## config.mk

```make
export PLATFORM = sky130hd
export DESIGN_NAME = c_like_token_scanner_top_flat
export DESIGN_NICKNAME = d
export VERILOG_FILES = /design/src/design/ctok_pkg.sv /design/src/design/ctok_if.sv /design/src/design/ctok_csr.sv /design/src/design/ctok_core.sv /design/src/design/ctok_out_queue.sv /design/src/design/c_like_token_scanner_top.sv /design/src/flat_wrapper.sv
export SDC_FILE = /design/constraint.sdc
export NUM_CORES = 1
export LEC_CHECK = 0
export ABC_AREA = 1
export ABC_CLOCK_PERIOD_IN_PS = 16700
export BUFFER_PORTS_ARGS = -buffer_cell sky130_fd_sc_hd__buf_2
export CAP_MARGIN = 20
export CORE_ASPECT_RATIO = 1.25
export CORE_MARGIN = 5
export CORE_UTILIZATION = 30
export DETAILED_ROUTE_END_ITERATION = 8
export HOLD_SLACK_MARGIN = 0.03
export SLEW_MARGIN = 10
export SYNTH_ARGS = -nofsm -noshare
export SYNTH_HDL_FRONTEND = slang
export SYNTH_SLANG_ARGS = --single-unit
```

## constraint.sdc

```tcl
create_clock -name clock -period 16.7 [get_ports clock]
set_clock_uncertainty 0.05 [all_clocks]
set_input_delay 1.67 -clock clock [delete_from_list [all_inputs] [get_ports clock]]
set_output_delay 1.67 -clock clock [all_outputs]
set_load 0.01 [all_outputs]
```

## src/design/ctok_pkg.sv

```systemverilog
// ----------------------------------------------------------------------------
// ctok_pkg
// Shared types, token codes and character helpers of the token scanner.
// ----------------------------------------------------------------------------
package ctok_pkg;

   localparam logic [7:0] K_END    = 8'd0;
   localparam logic [7:0] K_IDENT  = 8'd128;
   localparam logic [7:0] K_INT    = 8'd129;
   localparam logic [7:0] K_FLOAT  = 8'd130;
   localparam logic [7:0] K_CHAR   = 8'd131;
   localparam logic [7:0] K_STR    = 8'd132;
   localparam logic [7:0] K_LSHIFT = 8'd133;
   localparam logic [7:0] K_RSHIFT = 8'd134;
   localparam logic [7:0] K_EQ     = 8'd135;
   localparam logic [7:0] K_NOTEQ  = 8'd136;
   localparam logic [7:0] K_LTEQ   = 8'd137;
   localparam logic [7:0] K_GTEQ   = 8'd138;
   localparam logic [7:0] K_AND    = 8'd139;
   localparam logic [7:0] K_OR     = 8'd140;
   localparam logic [7:0] K_INC    = 8'd141;
   localparam logic [7:0] K_DEC    = 8'd142;
   localparam logic [7:0] K_ASSIGN = 8'd143;

   localparam logic [3:0] MOD_NONE   = 4'd0;
   localparam logic [3:0] MOD_ADD    = 4'd2;
   localparam logic [3:0] MOD_SUB    = 4'd3;
   localparam logic [3:0] MOD_MUL    = 4'd4;
   localparam logic [3:0] MOD_DIV    = 4'd5;
   localparam logic [3:0] MOD_AND    = 4'd7;
   localparam logic [3:0] MOD_OR     = 4'd8;
   localparam logic [3:0] MOD_LSHIFT = 4'd9;
   localparam logic [3:0] MOD_RSHIFT = 4'd10;

   localparam logic [2:0] E_NONE   = 3'd0;
   localparam logic [2:0] E_BAD    = 3'd1;
   localparam logic [2:0] E_QUOTE  = 3'd2;
   localparam logic [2:0] E_UNTERM = 3'd3;
   localparam logic [2:0] E_OVER   = 3'd4;
   localparam logic [2:0] E_DIGIT  = 3'd5;
   localparam logic [2:0] E_EXP    = 3'd6;

   localparam logic [4:0] RADIX_2  = 5'd2;
   localparam logic [4:0] RADIX_8  = 5'd8;
   localparam logic [4:0] RADIX_10 = 5'd10;
   localparam logic [4:0] RADIX_16 = 5'd16;

   localparam logic [31:0] INT_LIMIT_RESET = 32'd2147483647;
   localparam logic        REG_INT_LIMIT   = 1'b0;

   typedef struct packed {
      logic [7:0]  kind;
      logic [3:0]  modifier;
      logic [15:0] start_pos;
      logic [15:0] end_pos;
      logic [31:0] int_value;
      logic [7:0]  char_value;
      logic [2:0]  error_code;
      logic        last;
   } result_type;

   // Everything one source byte produces; two_res marks a second token.
   typedef struct packed {
      logic       two_res;
      result_type r0;
      result_type r1;
   } item_type;

   function automatic logic is_space(input logic [7:0] c);
      return (c == " ") || (c >= 8'd9 && c <= 8'd13);
   endfunction

   function automatic logic is_digit(input logic [7:0] c);
      return c >= "0" && c <= "9";
   endfunction

   function automatic logic is_alpha(input logic [7:0] c);
      return (c >= "a" && c <= "z") || (c >= "A" && c <= "Z") || c == "_";
   endfunction

   function automatic logic [4:0] hex_val(input logic [7:0] c);
      logic [7:0] t;
      t = 8'd16;
      if (is_digit(c)) t = c - "0";
      else if (c >= "a" && c <= "f") t = c - "a" + 8'd10;
      else if (c >= "A" && c <= "F") t = c - "A" + 8'd10;
      return t[4:0];
   endfunction

   function automatic logic [7:0] escape_val(input logic [7:0] c);
      logic [7:0] t;
      case (c)
         "n": t = 8'd10;
         "r": t = 8'd13;
         "t": t = 8'd9;
         "v": t = 8'd11;
         "f": t = 8'd12;
         default: t = 8'd0;
      endcase
      return t;
   endfunction

endpackage

```

## src/design/ctok_if.sv

```systemverilog
// ----------------------------------------------------------------------------
// ctok_if
// Valid/ready channels for source bytes and for tokens.
// ----------------------------------------------------------------------------
interface ctok_req_if;
   logic       valid;
   logic       ready;
   logic [7:0] ch;
   modport source (output valid, output ch, input ready);
   modport sink (input valid, input ch, output ready);
endinterface

interface ctok_rsp_if;
   logic        valid;
   logic        ready;
   logic [7:0]  kind;
   logic [3:0]  modifier;
   logic [15:0] start_pos;
   logic [15:0] end_pos;
   logic [31:0] int_value;
   logic [7:0]  char_value;
   logic [2:0]  error_code;
   logic        last;
   modport source (output valid, output kind, output modifier, output start_pos,
                   output end_pos, output int_value, output char_value,
                   output error_code, output last, input ready);
   modport sink (input valid, input kind, input modifier, input start_pos,
                 input end_pos, input int_value, input char_value,
                 input error_code, input last, output ready);
endinterface

```

## src/design/ctok_csr.sv

```systemverilog
// ----------------------------------------------------------------------------
// ctok_csr
// APB-style register port holding the integer overflow limit.
// ----------------------------------------------------------------------------
module ctok_csr (
   input  logic        clock,
   input  logic        reset,
   input  logic        psel,
   input  logic        penable,
   input  logic        pwrite,
   input  logic [2:0]  paddr,
   input  logic [31:0] pwdata,
   output logic [31:0] prdata,
   output logic        pready,
   output logic [31:0] int_limit
);
   logic [31:0] int_limit_ff;
   logic [31:0] int_limit_in;
   logic        hit;

   assign hit = paddr[2] == ctok_pkg::REG_INT_LIMIT;
   assign pready = 1'b1;
   assign prdata = hit ? int_limit_ff : 32'd0;
   assign int_limit = int_limit_ff;

   always_comb begin
      int_limit_in = int_limit_ff;
      if (psel && penable && pwrite && hit) int_limit_in = pwdata;
   end

   always_ff @(posedge clock) begin
      if (reset) begin
         int_limit_ff <= ctok_pkg::INT_LIMIT_RESET;
      end else begin
         int_limit_ff <= int_limit_in;
      end
   end
endmodule

```

## src/design/ctok_core.sv

```systemverilog
// ----------------------------------------------------------------------------
// ctok_core
// Scanner state and the one-byte step that closes and opens tokens.
// ----------------------------------------------------------------------------
module ctok_core #(
   parameter int POS_WIDTH   = 16,
   parameter int VALUE_WIDTH = 32
) (
   input  logic                clock,
   input  logic                reset,
   input  logic                fire,
   input  logic [7:0]          ch,
   input  logic [31:0]         int_limit,
   output logic [1:0]          n_res,
   output ctok_pkg::item_type  item
);
   localparam int CW = ((VALUE_WIDTH > 32) ? VALUE_WIDTH : 32) + 5;
   localparam logic [CW-1:0] MaskC = {{(CW-VALUE_WIDTH){1'b0}}, {VALUE_WIDTH{1'b1}}};

   typedef enum logic [3:0] {
      MD_IDLE, MD_ZERO, MD_DIG, MD_INT, MD_FRAC, MD_EXP, MD_SIGN, MD_EXPD,
      MD_COPEN, MD_CESC, MD_CCLOSE, MD_STR, MD_SESC, MD_IDENT, MD_OP1, MD_OP2
   } mode_type;

   mode_type               mode_ff, mode_in;
   logic [POS_WIDTH-1:0]   pos_ff, pos_in, tst_ff, tst_in;
   logic [VALUE_WIDTH-1:0] acc_ff, acc_in;
   logic [4:0]             rad_ff, rad_in;
   logic [7:0]             hch_ff, hch_in;
   logic [2:0]             herr_ff, herr_in;
   logic [CW-1:0]          lim_c;

   function automatic logic [15:0] pos16(input logic [POS_WIDTH-1:0] p);
      logic [POS_WIDTH+15:0] t;
      t = {16'd0, p};
      return t[15:0];
   endfunction

   function automatic ctok_pkg::result_type mk(
      input logic [7:0] k, input logic [3:0] m, input logic [POS_WIDTH-1:0] s,
      input logic [POS_WIDTH-1:0] e, input logic [VALUE_WIDTH-1:0] iv,
      input logic [7:0] cv, input logic [2:0] er);
      ctok_pkg::result_type r;
      logic [CW-1:0] ivw;
      ivw = {{(CW-VALUE_WIDTH){1'b0}}, iv};
      r.kind = k;
      r.modifier = m;
      r.start_pos = pos16(s);
      r.end_pos = pos16(e);
      r.int_value = ivw[31:0];
      r.char_value = cv;
      r.error_code = er;
      r.last = 1'b0;
      return r;
   endfunction

   always_comb begin
      lim_c = {{(CW-32){1'b0}}, int_limit};
      if (lim_c > MaskC) lim_c = MaskC;
   end

   always_comb begin
      logic                   cons, fin, fcons, acc_en, shl, go2;
      logic [7:0]             fk, fc;
      logic [3:0]             fm;
      logic [4:0]             h, d;
      logic [CW-1:0]          t, a;
      logic [1:0]             n;
      ctok_pkg::result_type   r0, r1, rx;
      logic [POS_WIDTH-1:0]   pos1;
      mode_in = mode_ff; pos_in = pos_ff; tst_in = tst_ff; acc_in = acc_ff;
      rad_in = rad_ff; hch_in = hch_ff; herr_in = herr_ff;
      cons = 1'b0; fin = 1'b0; fcons = 1'b0; acc_en = 1'b0; go2 = 1'b0;
      fk = ctok_pkg::K_END; fm = ctok_pkg::MOD_NONE; fc = 8'd0;
      h = ctok_pkg::hex_val(ch); d = h; shl = hch_ff == "<";
      n = 2'd0; r0 = '0; r1 = '0; rx = '0; t = '0; a = '0;
      pos1 = pos_ff + 1'b1;

      case (mode_ff)
         MD_ZERO: begin
            cons = 1'b1;
            if (ch == "x" || ch == "X") begin
               rad_in = ctok_pkg::RADIX_16; mode_in = MD_INT;
            end else if (ch == "b" || ch == "B") begin
               rad_in = ctok_pkg::RADIX_2; mode_in = MD_INT;
            end else if (ch == ".") begin
               herr_in = ctok_pkg::E_NONE; mode_in = MD_FRAC;
            end else if (h < 5'd16) begin
               rad_in = ctok_pkg::RADIX_8; acc_en = 1'b1;
               mode_in = ctok_pkg::is_digit(ch) ? MD_DIG : MD_INT;
            end else begin
               cons = 1'b0; fin = 1'b1; fk = ctok_pkg::K_INT;
            end
         end
         MD_DIG, MD_INT: begin
            cons = 1'b1;
            if (mode_ff == MD_DIG && ch == ".") begin
               herr_in = ctok_pkg::E_NONE; mode_in = MD_FRAC;
            end else if (h < 5'd16) begin
               acc_en = 1'b1;
               if (!ctok_pkg::is_digit(ch)) mode_in = MD_INT;
            end else begin
               cons = 1'b0; fin = 1'b1; fk = ctok_pkg::K_INT;
            end
         end
         MD_FRAC: begin
            cons = 1'b1;
            if (ch == "e" || ch == "E") mode_in = MD_EXP;
            else if (!ctok_pkg::is_digit(ch)) begin
               cons = 1'b0; fin = 1'b1; fk = ctok_pkg::K_FLOAT;
            end
         end
         MD_EXP, MD_SIGN: begin
            cons = 1'b1;
            if (mode_ff == MD_EXP && (ch == "+" || ch == "-")) mode_in = MD_SIGN;
            else if (ctok_pkg::is_digit(ch)) mode_in = MD_EXPD;
            else begin
               if (herr_in == ctok_pkg::E_NONE) herr_in = ctok_pkg::E_EXP;
               cons = 1'b0; fin = 1'b1; fk = ctok_pkg::K_FLOAT;
            end
         end
         MD_EXPD: begin
            cons = 1'b1;
            if (!ctok_pkg::is_digit(ch)) begin
               cons = 1'b0; fin = 1'b1; fk = ctok_pkg::K_FLOAT;
            end
         end
         MD_COPEN, MD_CESC: begin
            cons = 1'b1;
            if (ch == 8'd0) begin
               if (herr_in == ctok_pkg::E_NONE) herr_in = ctok_pkg::E_QUOTE;
               cons = 1'b0; fin = 1'b1; fk = ctok_pkg::K_CHAR;
            end else if (mode_ff == MD_COPEN && ch == "\\") begin
               mode_in = MD_CESC;
            end else begin
               mode_in = MD_CCLOSE;
               if (mode_ff == MD_CESC) begin
                  hch_in = ctok_pkg::escape_val(ch);
                  if (hch_in == 8'd0 && herr_in == ctok_pkg::E_NONE)
                     herr_in = ctok_pkg::E_BAD;
               end else if (ctok_pkg::is_space(ch)) begin
                  if (herr_in == ctok_pkg::E_NONE) herr_in = ctok_pkg::E_BAD;
                  hch_in = 8'd0;
               end else begin
                  hch_in = ch;
               end
            end
         end
         MD_CCLOSE: begin
            fin = 1'b1; fk = ctok_pkg::K_CHAR; fc = hch_ff;
            if (ch == "'") begin
               cons = 1'b1; fcons = 1'b1;
            end else if (herr_in == ctok_pkg::E_NONE) begin
               herr_in = ctok_pkg::E_QUOTE;
            end
         end
         MD_STR, MD_SESC: begin
            cons = 1'b1;
            if (mode_ff == MD_STR && ch == "\"") begin
               fin = 1'b1; fcons = 1'b1; fk = ctok_pkg::K_STR;
            end else if (ch == 8'd0) begin
               if (herr_in == ctok_pkg::E_NONE) herr_in = ctok_pkg::E_UNTERM;
               cons = 1'b0; fin = 1'b1; fk = ctok_pkg::K_STR;
            end else if (mode_ff == MD_SESC) begin
               if (ctok_pkg::escape_val(ch) == 8'd0 && herr_in == ctok_pkg::E_NONE)
                  herr_in = ctok_pkg::E_BAD;
               mode_in = MD_STR;
            end else if (ch == "\\") begin
               mode_in = MD_SESC;
            end
         end
         MD_IDENT: begin
            cons = 1'b1;
            if (!(ctok_pkg::is_alpha(ch) || ctok_pkg::is_digit(ch))) begin
               cons = 1'b0; fin = 1'b1; fk = ctok_pkg::K_IDENT;
            end
         end
         MD_OP1: begin
            case (hch_ff)
               "<": if (ch == "<") go2 = 1'b1;
                    else if (ch == "=") fk = ctok_pkg::K_LTEQ;
               ">": if (ch == ">") go2 = 1'b1;
                    else if (ch == "=") fk = ctok_pkg::K_GTEQ;
               "=": if (ch == "=") fk = ctok_pkg::K_EQ;
               "!": if (ch == "=") fk = ctok_pkg::K_NOTEQ;
               "|": if (ch == "|") fk = ctok_pkg::K_OR;
                    else if (ch == "=") begin
                       fk = ctok_pkg::K_ASSIGN; fm = ctok_pkg::MOD_OR;
                    end
               "&": if (ch == "&") fk = ctok_pkg::K_AND;
                    else if (ch == "=") begin
                       fk = ctok_pkg::K_ASSIGN; fm = ctok_pkg::MOD_AND;
                    end
               "+": if (ch == "+") fk = ctok_pkg::K_INC;
                    else if (ch == "=") begin
                       fk = ctok_pkg::K_ASSIGN; fm = ctok_pkg::MOD_ADD;
                    end
               "-": if (ch == "-") fk = ctok_pkg::K_DEC;
                    else if (ch == "=") begin
                       fk = ctok_pkg::K_ASSIGN; fm = ctok_pkg::MOD_SUB;
                    end
               "*": if (ch == "=") begin
                       fk = ctok_pkg::K_ASSIGN; fm = ctok_pkg::MOD_MUL;
                    end
               "/": if (ch == "=") begin
                       fk = ctok_pkg::K_ASSIGN; fm = ctok_pkg::MOD_DIV;
                    end
               default: fk = ctok_pkg::K_END;
            endcase
            if (go2) begin
               cons = 1'b1; mode_in = MD_OP2;
            end else if (fk != ctok_pkg::K_END) begin
               cons = 1'b1; fin = 1'b1; fcons = 1'b1;
            end else begin
               fin = 1'b1;
               fk = (hch_ff == "=") ? ctok_pkg::K_ASSIGN : hch_ff;
            end
         end
         MD_OP2: begin
            fin = 1'b1;
            if (ch == "=") begin
               cons = 1'b1; fcons = 1'b1; fk = ctok_pkg::K_ASSIGN;
               fm = shl ? ctok_pkg::MOD_LSHIFT : ctok_pkg::MOD_RSHIFT;
            end else begin
               fk = shl ? ctok_pkg::K_LSHIFT : ctok_pkg::K_RSHIFT;
            end
         end
         default: cons = 1'b0;
      endcase

      if (fin) begin
         r0 = mk(fk, fm, tst_ff, fcons ? pos1 : pos_ff,
                 (fk == ctok_pkg::K_INT) ? acc_ff : '0, fc, herr_in);
         n = 2'd1;
         mode_in = MD_IDLE;
      end

      // A byte the pending token did not take starts the next one.
      if (!cons) begin
         tst_in = pos_ff; herr_in = ctok_pkg::E_NONE; hch_in = 8'd0;
         acc_in = '0; rad_in = ctok_pkg::RADIX_10; mode_in = MD_IDLE;
         if (ch == 8'd0) begin
            rx = mk(ctok_pkg::K_END, ctok_pkg::MOD_NONE, pos_ff, pos_ff, '0, 8'd0,
                    ctok_pkg::E_NONE);
            if (n == 2'd0) r0 = rx; else r1 = rx;
            n = n + 2'd1;
         end else if (ctok_pkg::is_space(ch)) begin
            mode_in = MD_IDLE;
         end else if (ch == "0") begin
            mode_in = MD_ZERO;
         end else if (ctok_pkg::is_digit(ch)) begin
            mode_in = MD_DIG; acc_en = 1'b1;
         end else if (ctok_pkg::is_alpha(ch)) begin
            mode_in = MD_IDENT;
         end else if (ch == "<" || ch == ">" || ch == "=" || ch == "!" || ch == "|" ||
                      ch == "&" || ch == "+" || ch == "-" || ch == "*" || ch == "/") begin
            hch_in = ch; mode_in = MD_OP1;
         end else if (ch == "\"") begin
            mode_in = MD_STR;
         end else if (ch == "'") begin
            mode_in = MD_COPEN;
         end else if (ch == ".") begin
            mode_in = MD_FRAC;
         end else begin
            rx = mk(ch, ctok_pkg::MOD_NONE, pos_ff, pos1, '0, 8'd0,
                    ch[7] ? ctok_pkg::E_BAD : ctok_pkg::E_NONE);
            if (n == 2'd0) r0 = rx; else r1 = rx;
            n = n + 2'd1;
         end
      end

      // At most one digit is taken per byte; the radix is a shift or shift-add.
      if (acc_en) begin
         if (d >= rad_in) begin
            if (herr_in == ctok_pkg::E_NONE) herr_in = ctok_pkg::E_DIGIT;
            d = 5'd0;
         end
         a = {{(CW-VALUE_WIDTH){1'b0}}, acc_in};
         case (rad_in)
            ctok_pkg::RADIX_2:  t = a << 1;
            ctok_pkg::RADIX_8:  t = a << 3;
            ctok_pkg::RADIX_16: t = a << 4;
            default:            t = (a << 3) + (a << 1);
         endcase
         t = t + {{(CW-5){1'b0}}, d};
         if (t > lim_c) begin
            if (herr_in == ctok_pkg::E_NONE) herr_in = ctok_pkg::E_OVER;
            t = lim_c;
         end
         acc_in = t[VALUE_WIDTH-1:0];
      end

      if (ch == 8'd0) begin
         pos_in = '0; mode_in = MD_IDLE;
      end else begin
         pos_in = pos1;
      end

      r0.last = (n == 2'd1);
      r1.last = 1'b1;
      n_res = n;
      item.two_res = (n == 2'd2);
      item.r0 = r0;
      item.r1 = r1;
   end

   always_ff @(posedge clock) begin
      if (reset) begin
         mode_ff <= MD_IDLE;
         pos_ff  <= '0;
         tst_ff  <= '0;
         acc_ff  <= '0;
         rad_ff  <= ctok_pkg::RADIX_10;
         hch_ff  <= 8'd0;
         herr_ff <= ctok_pkg::E_NONE;
      end else if (fire) begin
         mode_ff <= mode_in;
         pos_ff  <= pos_in;
         tst_ff  <= tst_in;
         acc_ff  <= acc_in;
         rad_ff  <= rad_in;
         hch_ff  <= hch_in;
         herr_ff <= herr_in;
      end
   end
endmodule

```

## src/design/ctok_out_queue.sv

```systemverilog
// ----------------------------------------------------------------------------
// ctok_out_queue
// Two-entry queue of per-byte results, delivered one token at a time.
// ----------------------------------------------------------------------------
module ctok_out_queue (
   input  logic                clock,
   input  logic                reset,
   input  logic                push,
   input  ctok_pkg::item_type  push_item,
   output logic                space,
   output logic                out_valid,
   input  logic                out_ready,
   output ctok_pkg::result_type out_res
);
   ctok_pkg::item_type mem_ff [2];
   logic       wp_ff, wp_in, rp_ff, rp_in, sub_ff, sub_in;
   logic [1:0] cnt_ff, cnt_in;
   logic       pop;
   ctok_pkg::item_type head;

   assign head = mem_ff[rp_ff];
   assign space = cnt_ff != 2'd2;
   assign out_valid = cnt_ff != 2'd0;
   assign out_res = sub_ff ? head.r1 : head.r0;

   always_comb begin
      pop = 1'b0;
      sub_in = sub_ff;
      if (out_valid && out_ready) begin
         if (!sub_ff && head.two_res) begin
            sub_in = 1'b1;
         end else begin
            sub_in = 1'b0;
            pop = 1'b1;
         end
      end
      wp_in = wp_ff ^ push;
      rp_in = rp_ff ^ pop;
      cnt_in = cnt_ff + {1'b0, push} - {1'b0, pop};
   end

   always_ff @(posedge clock) begin
      if (push) mem_ff[wp_ff] <= push_item;
   end

   always_ff @(posedge clock) begin
      if (reset) begin
         wp_ff  <= 1'b0;
         rp_ff  <= 1'b0;
         sub_ff <= 1'b0;
         cnt_ff <= 2'd0;
      end else begin
         wp_ff  <= wp_in;
         rp_ff  <= rp_in;
         sub_ff <= sub_in;
         cnt_ff <= cnt_in;
      end
   end
endmodule

```

## src/design/c_like_token_scanner_top.sv

```systemverilog
// ----------------------------------------------------------------------------
// c_like_token_scanner_top
// C-style token scanner: one source byte in, up to two tokens out.
// ----------------------------------------------------------------------------
// A token is registered into the result queue with the byte that completes it and is shown on rsp from the queue head.
// Throughput: one byte per cycle while tokens are taken; a byte that closes
// two tokens hands them out one after the other on the single result port.
// The two-entry result queue takes a byte whenever it has a free entry.
// Reset clears the scanner state, the queue and sets int_limit to 2147483647.
module c_like_token_scanner_top #(
   parameter int POS_WIDTH   = 16,
   parameter int VALUE_WIDTH = 32
) (
   input  logic        clock,
   input  logic        reset,
   ctok_req_if.sink    req_bus,
   ctok_rsp_if.source  rsp_bus,
   input  logic        csr_psel,
   input  logic        csr_penable,
   input  logic        csr_pwrite,
   input  logic [2:0]  csr_paddr,
   input  logic [31:0] csr_pwdata,
   output logic [31:0] csr_prdata,
   output logic        csr_pready
);
   logic                 fire, space;
   logic [31:0]          int_limit;
   logic [1:0]           n_res;
   ctok_pkg::item_type   item;
   ctok_pkg::result_type res;

   assign req_bus.ready = space;
   assign fire = req_bus.valid && space;

   ctok_csr u_csr (
      .clock(clock), .reset(reset), .psel(csr_psel), .penable(csr_penable),
      .pwrite(csr_pwrite), .paddr(csr_paddr), .pwdata(csr_pwdata),
      .prdata(csr_prdata), .pready(csr_pready), .int_limit(int_limit)
   );

   ctok_core #(.POS_WIDTH(POS_WIDTH), .VALUE_WIDTH(VALUE_WIDTH)) u_core (
      .clock(clock), .reset(reset), .fire(fire), .ch(req_bus.ch),
      .int_limit(int_limit), .n_res(n_res), .item(item)
   );

   ctok_out_queue u_queue (
      .clock(clock), .reset(reset), .push(fire && (n_res != 2'd0)),
      .push_item(item), .space(space), .out_valid(rsp_bus.valid),
      .out_ready(rsp_bus.ready), .out_res(res)
   );

   assign rsp_bus.kind       = res.kind;
   assign rsp_bus.modifier   = res.modifier;
   assign rsp_bus.start_pos  = res.start_pos;
   assign rsp_bus.end_pos    = res.end_pos;
   assign rsp_bus.int_value  = res.int_value;
   assign rsp_bus.char_value = res.char_value;
   assign rsp_bus.error_code = res.error_code;
   assign rsp_bus.last       = res.last;
endmodule

```

## src/flat_wrapper.sv

```systemverilog
// flat-port wrapper written by rule: the top's interface ports become plain ports
module c_like_token_scanner_top_flat 
#(
   parameter int POS_WIDTH   = 16,
   parameter int VALUE_WIDTH = 32
)
  (clock, reset, csr_psel, csr_penable, csr_pwrite, csr_paddr, csr_pwdata, csr_prdata, csr_pready, req_bus_valid, req_bus_ch, req_bus_ready, rsp_bus_valid, rsp_bus_kind, rsp_bus_modifier, rsp_bus_start_pos, rsp_bus_end_pos, rsp_bus_int_value, rsp_bus_char_value, rsp_bus_error_code, rsp_bus_last, rsp_bus_ready);
  ctok_req_if req_bus_i ();
  ctok_rsp_if rsp_bus_i ();
  input  logic clock;
  input  logic reset;
  input  logic csr_psel;
  input  logic csr_penable;
  input  logic csr_pwrite;
  input  logic [2:0] csr_paddr;
  input  logic [31:0] csr_pwdata;
  output logic [31:0] csr_prdata;
  output logic csr_pready;
  input wire logic [$bits(req_bus_i.valid)-1:0] req_bus_valid;
  input wire logic [$bits(req_bus_i.ch)-1:0] req_bus_ch;
  output wire logic [$bits(req_bus_i.ready)-1:0] req_bus_ready;
  output wire logic [$bits(rsp_bus_i.valid)-1:0] rsp_bus_valid;
  output wire logic [$bits(rsp_bus_i.kind)-1:0] rsp_bus_kind;
  output wire logic [$bits(rsp_bus_i.modifier)-1:0] rsp_bus_modifier;
  output wire logic [$bits(rsp_bus_i.start_pos)-1:0] rsp_bus_start_pos;
  output wire logic [$bits(rsp_bus_i.end_pos)-1:0] rsp_bus_end_pos;
  output wire logic [$bits(rsp_bus_i.int_value)-1:0] rsp_bus_int_value;
  output wire logic [$bits(rsp_bus_i.char_value)-1:0] rsp_bus_char_value;
  output wire logic [$bits(rsp_bus_i.error_code)-1:0] rsp_bus_error_code;
  output wire logic [$bits(rsp_bus_i.last)-1:0] rsp_bus_last;
  input wire logic [$bits(rsp_bus_i.ready)-1:0] rsp_bus_ready;
  assign req_bus_i.valid = req_bus_valid;
  assign req_bus_i.ch = req_bus_ch;
  assign req_bus_ready = req_bus_i.ready;
  assign rsp_bus_valid = rsp_bus_i.valid;
  assign rsp_bus_kind = rsp_bus_i.kind;
  assign rsp_bus_modifier = rsp_bus_i.modifier;
  assign rsp_bus_start_pos = rsp_bus_i.start_pos;
  assign rsp_bus_end_pos = rsp_bus_i.end_pos;
  assign rsp_bus_int_value = rsp_bus_i.int_value;
  assign rsp_bus_char_value = rsp_bus_i.char_value;
  assign rsp_bus_error_code = rsp_bus_i.error_code;
  assign rsp_bus_last = rsp_bus_i.last;
  assign rsp_bus_i.ready = rsp_bus_ready;
  c_like_token_scanner_top #(.POS_WIDTH(POS_WIDTH), .VALUE_WIDTH(VALUE_WIDTH)) u_core (.clock(clock), .reset(reset), .req_bus(req_bus_i), .rsp_bus(rsp_bus_i), .csr_psel(csr_psel), .csr_penable(csr_penable), .csr_pwrite(csr_pwrite), .csr_paddr(csr_paddr), .csr_pwdata(csr_pwdata), .csr_prdata(csr_prdata), .csr_pready(csr_pready));
endmodule
```

-- Yosys cells after proc, flatten, opt, wreduce, memory -nomap -nowiden
Memory sizes are Yosys's and may differ from the RTL's. A register that Yosys moved wholly into a read port is not among the register bits.
Index checks and enable logic that the tools add are counted.
- eq/ne operators: 72
- $add $sub $neg: 11
- shift-type cells: 0
- $mul: 0
- div/mod/pow operators: 0
- reductions and logical operators: 56
- muxes and demuxes: 233
- bitwise operators: 4
- magnitude comparators: 13
- operators with widths (kind ; count):
    88-bit 2-to-1 mux ; 25
    8-bit 2-to-1 mux ; 48
    8-bit by 6-bit == test with 1-bit output, second input constant ; 23
    32-bit 2-to-1 mux ; 5
    8-bit by 7-bit == test with 1-bit output, second input constant ; 15
    4-bit 2-to-1 mux ; 28
    36-bit one-hot mux with 3 select lines ; 1
    3-bit 2-to-1 mux ; 32
    8-bit one-hot mux with 11 select lines ; 1
    76-bit 2-to-1 mux ; 1
    8-bit one-hot mux with 9 select lines ; 1
    5-bit 2-to-1 mux ; 11
    1-bit 2-to-1 mux ; 50
    37-bit by 5-bit adder with 37-bit output ; 1
    37-bit by 32-bit greater-than comparator with 1-bit output ; 1
    37-bit 2-to-1 mux ; 1
    35-bit by 33-bit adder with 36-bit output ; 1
    2-bit 2-to-1 mux ; 17
    4-bit == test, second input constant ; 8
    8-bit by 7-bit <= comparator with 1-bit output, second input constant ; 4
    16-bit 2-to-1 mux ; 2
    4-bit one-hot mux with 7 select lines ; 1
    8-bit logical NOT ; 3
    6-bit inequality test, second input constant ; 4
    49 further kinds ; 105
- output and inout bits: 123
- bits in read-only memories: 0
- register bits after elaboration: 121
- latch bits: 0
- memories: 1
- RAM bits: 352
- memories (name ; words ; bits a word ; read ports ; clocked after Yosys merged registers in ; write ports ; line ; RTL):
    u_core.u_queue.mem_ff ; 2 ; 176 ; 1 ; 1 ; 1 ; ctok_out_queue.sv:15 ; ctok_pkg::item_type mem_ff [2];

-- Logic depth before layout (Yosys ltp)
- depth in word-level cells: 27
- mapped depth: 59

-- Hierarchy
Synthesis repeated with hierarchy kept, for this count alone.
- cells, all modules: 3724
- area total of the unflattened synthesis: 29112.9 um2
- modules (own cells, without submodules) (module ; area each (um2) ; times used ; cells an instance ; sequential area each (um2)):
    ctok_core ; 14149.8 ; 1 ; 2610 ; 1681.6
    ctok_out_queue ; 13400.4 ; 1 ; 892 ; 10730.3
    ctok_csr ; 1547.7 ; 1 ; 218 ; 640.6
    c_like_token_scanner_top ; 15.0 ; 1 ; 4 ; 0.0

-- Worst setup path before layout
OpenSTA, ideal clock, no wires.
- path kind: input -> register
- start point: in req_bus_ch[1]
- end point: mem u_core.u_queue.mem_ff[0][100] in the netlist's numbering, enable pin
- arrival: 7.798 ns
- slack: 8.347 ns
- data required time: 16.146 ns
- library setup time: 0.504 ns
- cell stages on the path: 21
- path through: clkbuf_1 -> inv_1 -> ha_1 -> inv_1 -> nor2_1 -> nand2_1 -> clkbuf_1 -> o21ai_0 -> nor2_1 -> inv_1 -> nor2_1 -> nand4_1 -> nor2_1 -> inv_1 -> clkbuf_1 -> ha_1 -> o21ai_0 -> a21oi_1 -> o22ai_1 -> a21oi_1 -> ha_1
- cells in the longest elaborated chain, start to end: 27
- elaborated cells on any way between the ends: 131
- those cells by class: add/sub (6); order compare (11); eq/ne (22); mux (62); reduce/logical (30)
- ends and longest elaborated chain (element ; line ; RTL):
    start, declared ; flat_wrapper.sv:20 ; input wire logic [$bits(req_bus_i.ch)-1:0] req_bus_ch;
    5-bit by 1-bit subtractor with 5-bit output, or another cell as far along ; ctok_pkg.sv:85, ctok_pkg.sv:86 ;
    5-bit by 4-bit adder with 5-bit output or 1-bit logical AND (tied branches) ; ctok_pkg.sv:85, ctok_pkg.sv:86 ;
    5-bit 2-to-1 mux ; ctok_pkg.sv:86 ; else if (c >= "A" && c <= "F") t = c - "A" + 8'd10;
    5-bit 2-to-1 mux ; ctok_pkg.sv:85 ; else if (c >= "a" && c <= "f") t = c - "a" + 8'd10;
    5-bit 2-to-1 mux ; ctok_pkg.sv:84 ; if (is_digit(c)) t = c - "0";
    5-bit < comparator ; ctok_core.sv:88, ctok_core.sv:99 ;
    1-bit 2-to-1 mux ; ctok_core.sv:88, ctok_core.sv:99 ;
    1-bit 2-to-1 mux ; ctok_core.sv:86 ; end else if (ch == ".") begin
    (+11 left out) ; -- ;
    2-bit 2-to-1 mux ; ctok_core.sv:249 ; end else if (ch == "0") begin
    2-bit 2-to-1 mux ; ctok_core.sv:247 ; end else if (ctok_pkg::is_space(ch)) begin
    2-bit 2-to-1 mux ; ctok_core.sv:242 ; if (ch == 8'd0) begin
    2-bit 2-to-1 mux (*) ; ctok_core.sv:239 ; if (!cons) begin
    2-bit nonzero test (*) ; c_like_token_scanner_top.sv:47 ; .clock(clock), .reset(reset), .push(fire && (n_res != 2'd0)),
    1-bit logical AND (*) ; c_like_token_scanner_top.sv:47 ;
    1-bit 2-to-1 mux (*) ; ctok_out_queue.sv:43 ; if (push) mem_ff[wp_ff] <= push_item;
    1-bit 2-to-1 mux (not written as such) (*) ; ctok_out_queue.sv:43 ;
    end, declared ; ctok_out_queue.sv:15 ;
Mark *: on every way between the ends. The rest lies on a longest branch, timed or not. The select of a mux whose other input is x is not followed.

-- Final worst setup path
- start point: in req_bus_ch[1]
- end point: reg u_core.u_core.acc_ff[31]
- cells in the longest elaborated chain, start to end: 19
- elaborated cells on any way between the ends: 120
- those cells by class: add/sub (7); order compare (13); eq/ne (22); mux (59); reduce/logical (19)
- ends and longest elaborated chain (element ; line ; RTL):
    5-bit by 1-bit subtractor with 5-bit output, or another cell as far along ; ctok_pkg.sv:85, ctok_pkg.sv:86 ;
    5-bit by 4-bit adder with 5-bit output or 1-bit logical AND (tied branches) ; ctok_pkg.sv:85, ctok_pkg.sv:86 ;
    5-bit 2-to-1 mux ; ctok_pkg.sv:86 ;
    5-bit 2-to-1 mux ; ctok_pkg.sv:85 ;
    5-bit 2-to-1 mux ; ctok_pkg.sv:84 ;
    5-bit < comparator ; ctok_core.sv:88, ctok_core.sv:99 ;
    1-bit 2-to-1 mux or 5-bit 2-to-1 mux (tied branches) ; ctok_core.sv:88, ctok_core.sv:99 ;
    1-bit 2-to-1 mux or 5-bit 2-to-1 mux (tied branches) ; ctok_core.sv:86 ;
    (+3 left out) ; -- ;
    32-bit 2-to-1 mux or 5-bit 2-to-1 mux (tied branches) ; ctok_core.sv:239 ;
    35-bit by 33-bit adder with 36-bit output, or another cell as far along ; ctok_core.sv:283 ; default: t = (a << 3) + (a << 1);
    36-bit one-hot mux with 3 select lines or 5-bit 2-to-1 mux (tied branches) ; ctok_core.sv:279, ctok_core.sv:274 ;
    37-bit 2-to-1 mux or 5-bit 2-to-1 mux (tied branches) ; ctok_core.sv:273 ; if (acc_en) begin
    37-bit by 5-bit adder with 37-bit output ; ctok_core.sv:285 ; t = t + {{(CW-5){1'b0}}, d};
    37-bit by 32-bit greater-than comparator with 1-bit output ; ctok_core.sv:286 ; if (t > lim_c) begin
    32-bit 2-to-1 mux ; ctok_core.sv:286 ;
    32-bit 2-to-1 mux (*) ; ctok_core.sv:273 ;
    end signal, assigned ; ctok_core.sv:320 ; acc_ff <= acc_in;
    end, declared ; ctok_core.sv:27 ; logic [VALUE_WIDTH-1:0] acc_ff, acc_in;
Marked as above.
A chain may end at the register's enable or synchronous reset.

==> run metrics <==
Crit Path Category=input port to register; WL/cell=18.99 um; pwr/cell area=126.6 nW/um^2; worst r2r path cells=49; post-synthesis net count=3429; Post-Place Cells=4408; minimum hold slack=0.3967 ns; die footprint=86480 sq um; fin crit share=66.41%; CTS tree=done; antenna violations before repair=1; total grt overflow=0; commonest non-fill, non-tap cell in the layout=nand2_1; Async SR Flop Fraction=0%; Layout Nets=3515; Post-synth EDFFs=258; Synth area leader=edfxtp_1; sequential power share=37.8%; starting DRC count in detailed routing=1611; final count of hold timing violations=0; R2R Path End=u_core.u_core.acc_ff[31]$_SDFFE_PP0P_; net switching power=1.336 mW; via count=22820; Setup Viol. Count Final=0; io pins=173; multi-input logic area=11840 sq um; Die W=264.0 um; Req. time, crit path=17.07 ns; Final min period=11.09 ns; largest cells by area after synthesis=edfxtp_1 (32%), nand2_1 (10%), dfxtp_1 (10%), nor2_1 (7.8%), inv_1 (5.8%); Cell Rows=116; CP startpoint kind=input port; max-cap violation count=0; setup bufs post-CTS=0; fin. max-slew vios=0; Worst Slack Setup Final=5.610 ns; synthesized cell area=24200 sq um; RePlAce Congestion=0.9511; First-pass DRT Iterations=8; die height=327.5 um; filler instances=8703; syn avg cell area=7.320 sq um; Routed Antenna Nets=0; fmax=0.09017 GHz; GRT Overall Usage=18.86%; # DRC=0; Storage cell area=10170 sq um; final wirelength=85260 um; CTS Buffer Depth=3; synthesis-to-layout area growth=13.14%; Setup TNS=0 ns; number of distinct library cells after synthesis=60; worst vdd ir=0.00008825 V; total power=3.465 mW; vias per std cell=5.082; Clk pwr share=27.9%; Detail Placement HPWL=63770 um; vias in the first global route=21920; hold depth=2; FF-to-FF setup slack=7.16 ns; Pleak=11.12 nW; IO Port Bufs=169; Pint=2.129 mW; RSZ-0062 raised after global routing=no; first-pass GRT wire length=128500 um; Num CTS Buffers=44; Crit Path Max Fanout=58; HP Class=register to register; commonest non-fill, non-tap cells in the layout=nand2_1 (657), nor2_1 (504), inv_1 (374); core area=80120 sq um; slew margin rel.=28.82%; clk slew on worst S/H paths=0.06 ns; Seq/Total Area, Yosys=42.02%; CTS H-tree depth=2; Post-Syn Instances=3306; run status=complete, no violations; r2r startpoint=u_core.u_core.mode_ff[2]$_SDFFE_PP0P_; CP max stage delay=0.63 ns; post-synth top area share=32.01%; register bit count reported by yosys=379; hold path startpoint=u_core.u_core.tst_ff[9]$_SDFFE_PP0P_; CTS resizes=0; largest net degree at the start of global routing=82; arrival time worst endpoint=11.46 ns; hold endpoint=u_core.u_core.tst_ff[9]$_SDFFE_PP0P_; slowest CP cell=nand2_4; crit end category=register; clk sink count=379; critical path's most frequent cell=nand2_1; clk root buf=clkbuf_16; Logic pwr share=34.3%; ys flop type=edfxtp_1; non-filler cells, final=4490; Sw Share=38.57%; Clock Latency Late Sink=0.61 ns; transition time of the tightest slew-check pin=1.068 ns; Initial Util=30.21%; pre-CTS setup slack=5.184 ns; # hold bufs at CTS=0; synth warn=0; layout cells sized above 1=11.00%
==> layout make-up <==
type	instances	area share [%]
sequential	379	37.16
clock buffer	52	4.204
tap	1062	4.853
multi-input combinational	2365	43.26
timing repair buffer	194	3.775
inverter	408	5.603
antenna	1	0.009140
clock inverter	29	1.138
==> metrics by stage <==
step | util, % | cell area (sq um)
6_report | 34.18 | 27380
4_1_cts | 34.17 | 27380
5_1_grt | 34.17 | 27380
3_5_place_dp | 32.35 | 25910
2_1_floorplan | - | 24200
3_3_place_gp | 32.35 | 25910
==> synth_stat cells (11+ instances only) <==
cell type / instances
clkbuf_1: 116
a211oi_1: 12
edfxtp_1: 258
nand2_1: 658
a21oi_1: 195
nor2_2: 21
nand2_2: 23
inv_2: 27
xor2_1: 27
buf_1: 11
xnor2_1: 13
nor2_1: 506
nor3_1: 62
nand3_2: 15
o22ai_1: 67
ha_1: 72
nand4_1: 34
o211ai_1: 41
o21ai_0: 263
dfxtp_1: 121
nand3_1: 235
o2111ai_1: 12
inv_1: 375
o21ai_1: 13
==> flip-flops by register name, indices dropped and copies added (netlist names) <==
name                    flops
u_core.u_core.acc_ff       32
u_core.u_queue.sub_ff       1
u_core.u_core.hch_ff        8
u_core.u_core.herr_ff       3
u_core.u_core.tst_ff       16
u_core.u_queue.rp_ff        1
u_core.u_csr.int_limit     32
u_core.u_queue.cnt_ff       2
u_core.u_core.pos_ff       16
u_core.u_core.mode_ff       4
u_core.u_queue.wp_ff        1
u_core.u_queue.mem_ff     258
u_core.u_core.rad_ff        5
==> worst max path at each step <==
stage | start | to
global placement | req_bus_ch[1] | u_core.u_core.acc_ff[30]$_SDFFE_PP0P_
finish | req_bus_ch[1] | u_core.u_core.acc_ff[31]$_SDFFE_PP0P_
CTS | req_bus_ch[1] | u_core.u_core.acc_ff[30]$_SDFFE_PP0P_
floorplan | req_bus_ch[1] | u_core.u_queue.mem_ff[0][100]$_DFFE_PP_
detailed placement | req_bus_ch[1] | u_core.u_core.acc_ff[30]$_SDFFE_PP0P_
global route | req_bus_ch[1] | u_core.u_core.acc_ff[31]$_SDFFE_PP0P_
==> worst max-delay path: cells and delay by family <==
kind / cells / cell delay [ns]
and+or+nand+nor: 33 / 5.89
buffers and inverters: 6 / 1.29
AOI/OAI and AO/OA: 9 / 1.28
adders and majority gates: 3 / 0.95
xor gates and xnor gates: 1 / 0.23
==> kinds of logic (layout without fill, tap and decap cells) <==
kind of cell,after synthesis,in the layout,share of synthesized area [%]
simple gates,1593,1593,28.16
compound gates,658,658,15.35
buf+inv,562,683,9.193
flops,379,379,42.02
fa+ha+maj,73,73,3.805
xor+xnor,40,40,1.448
other cells,1,2,0.01550
==> power groups by stage <==
stage	clock network (mW)	registers [mW]	logic, mW
final	0.966	1.31	1.19
after global placement	0	1.33	1.22
after floorplan	0	1.34	0.717
after CTS	0.992	1.31	1.23
after global routing	1.03	1.33	1.32
after detailed placement	0	1.33	1.23
==> routing by layer <==
| layer | GRT usage [%] | up-vias | part of all wire [%] |
|---|---|---|---|
| li1 | - | 11270 | - |
| met1 | 19.88 | 10710 | 36 |
| met2 | 37.11 | 650 | 54 |
| met3 | 2.194 | 196 | 4.1 |
| met4 | 8.496 | 0 | 5.0 |
| met5 | 0 | - | 0 |
(Power assumes the default switching activity.)
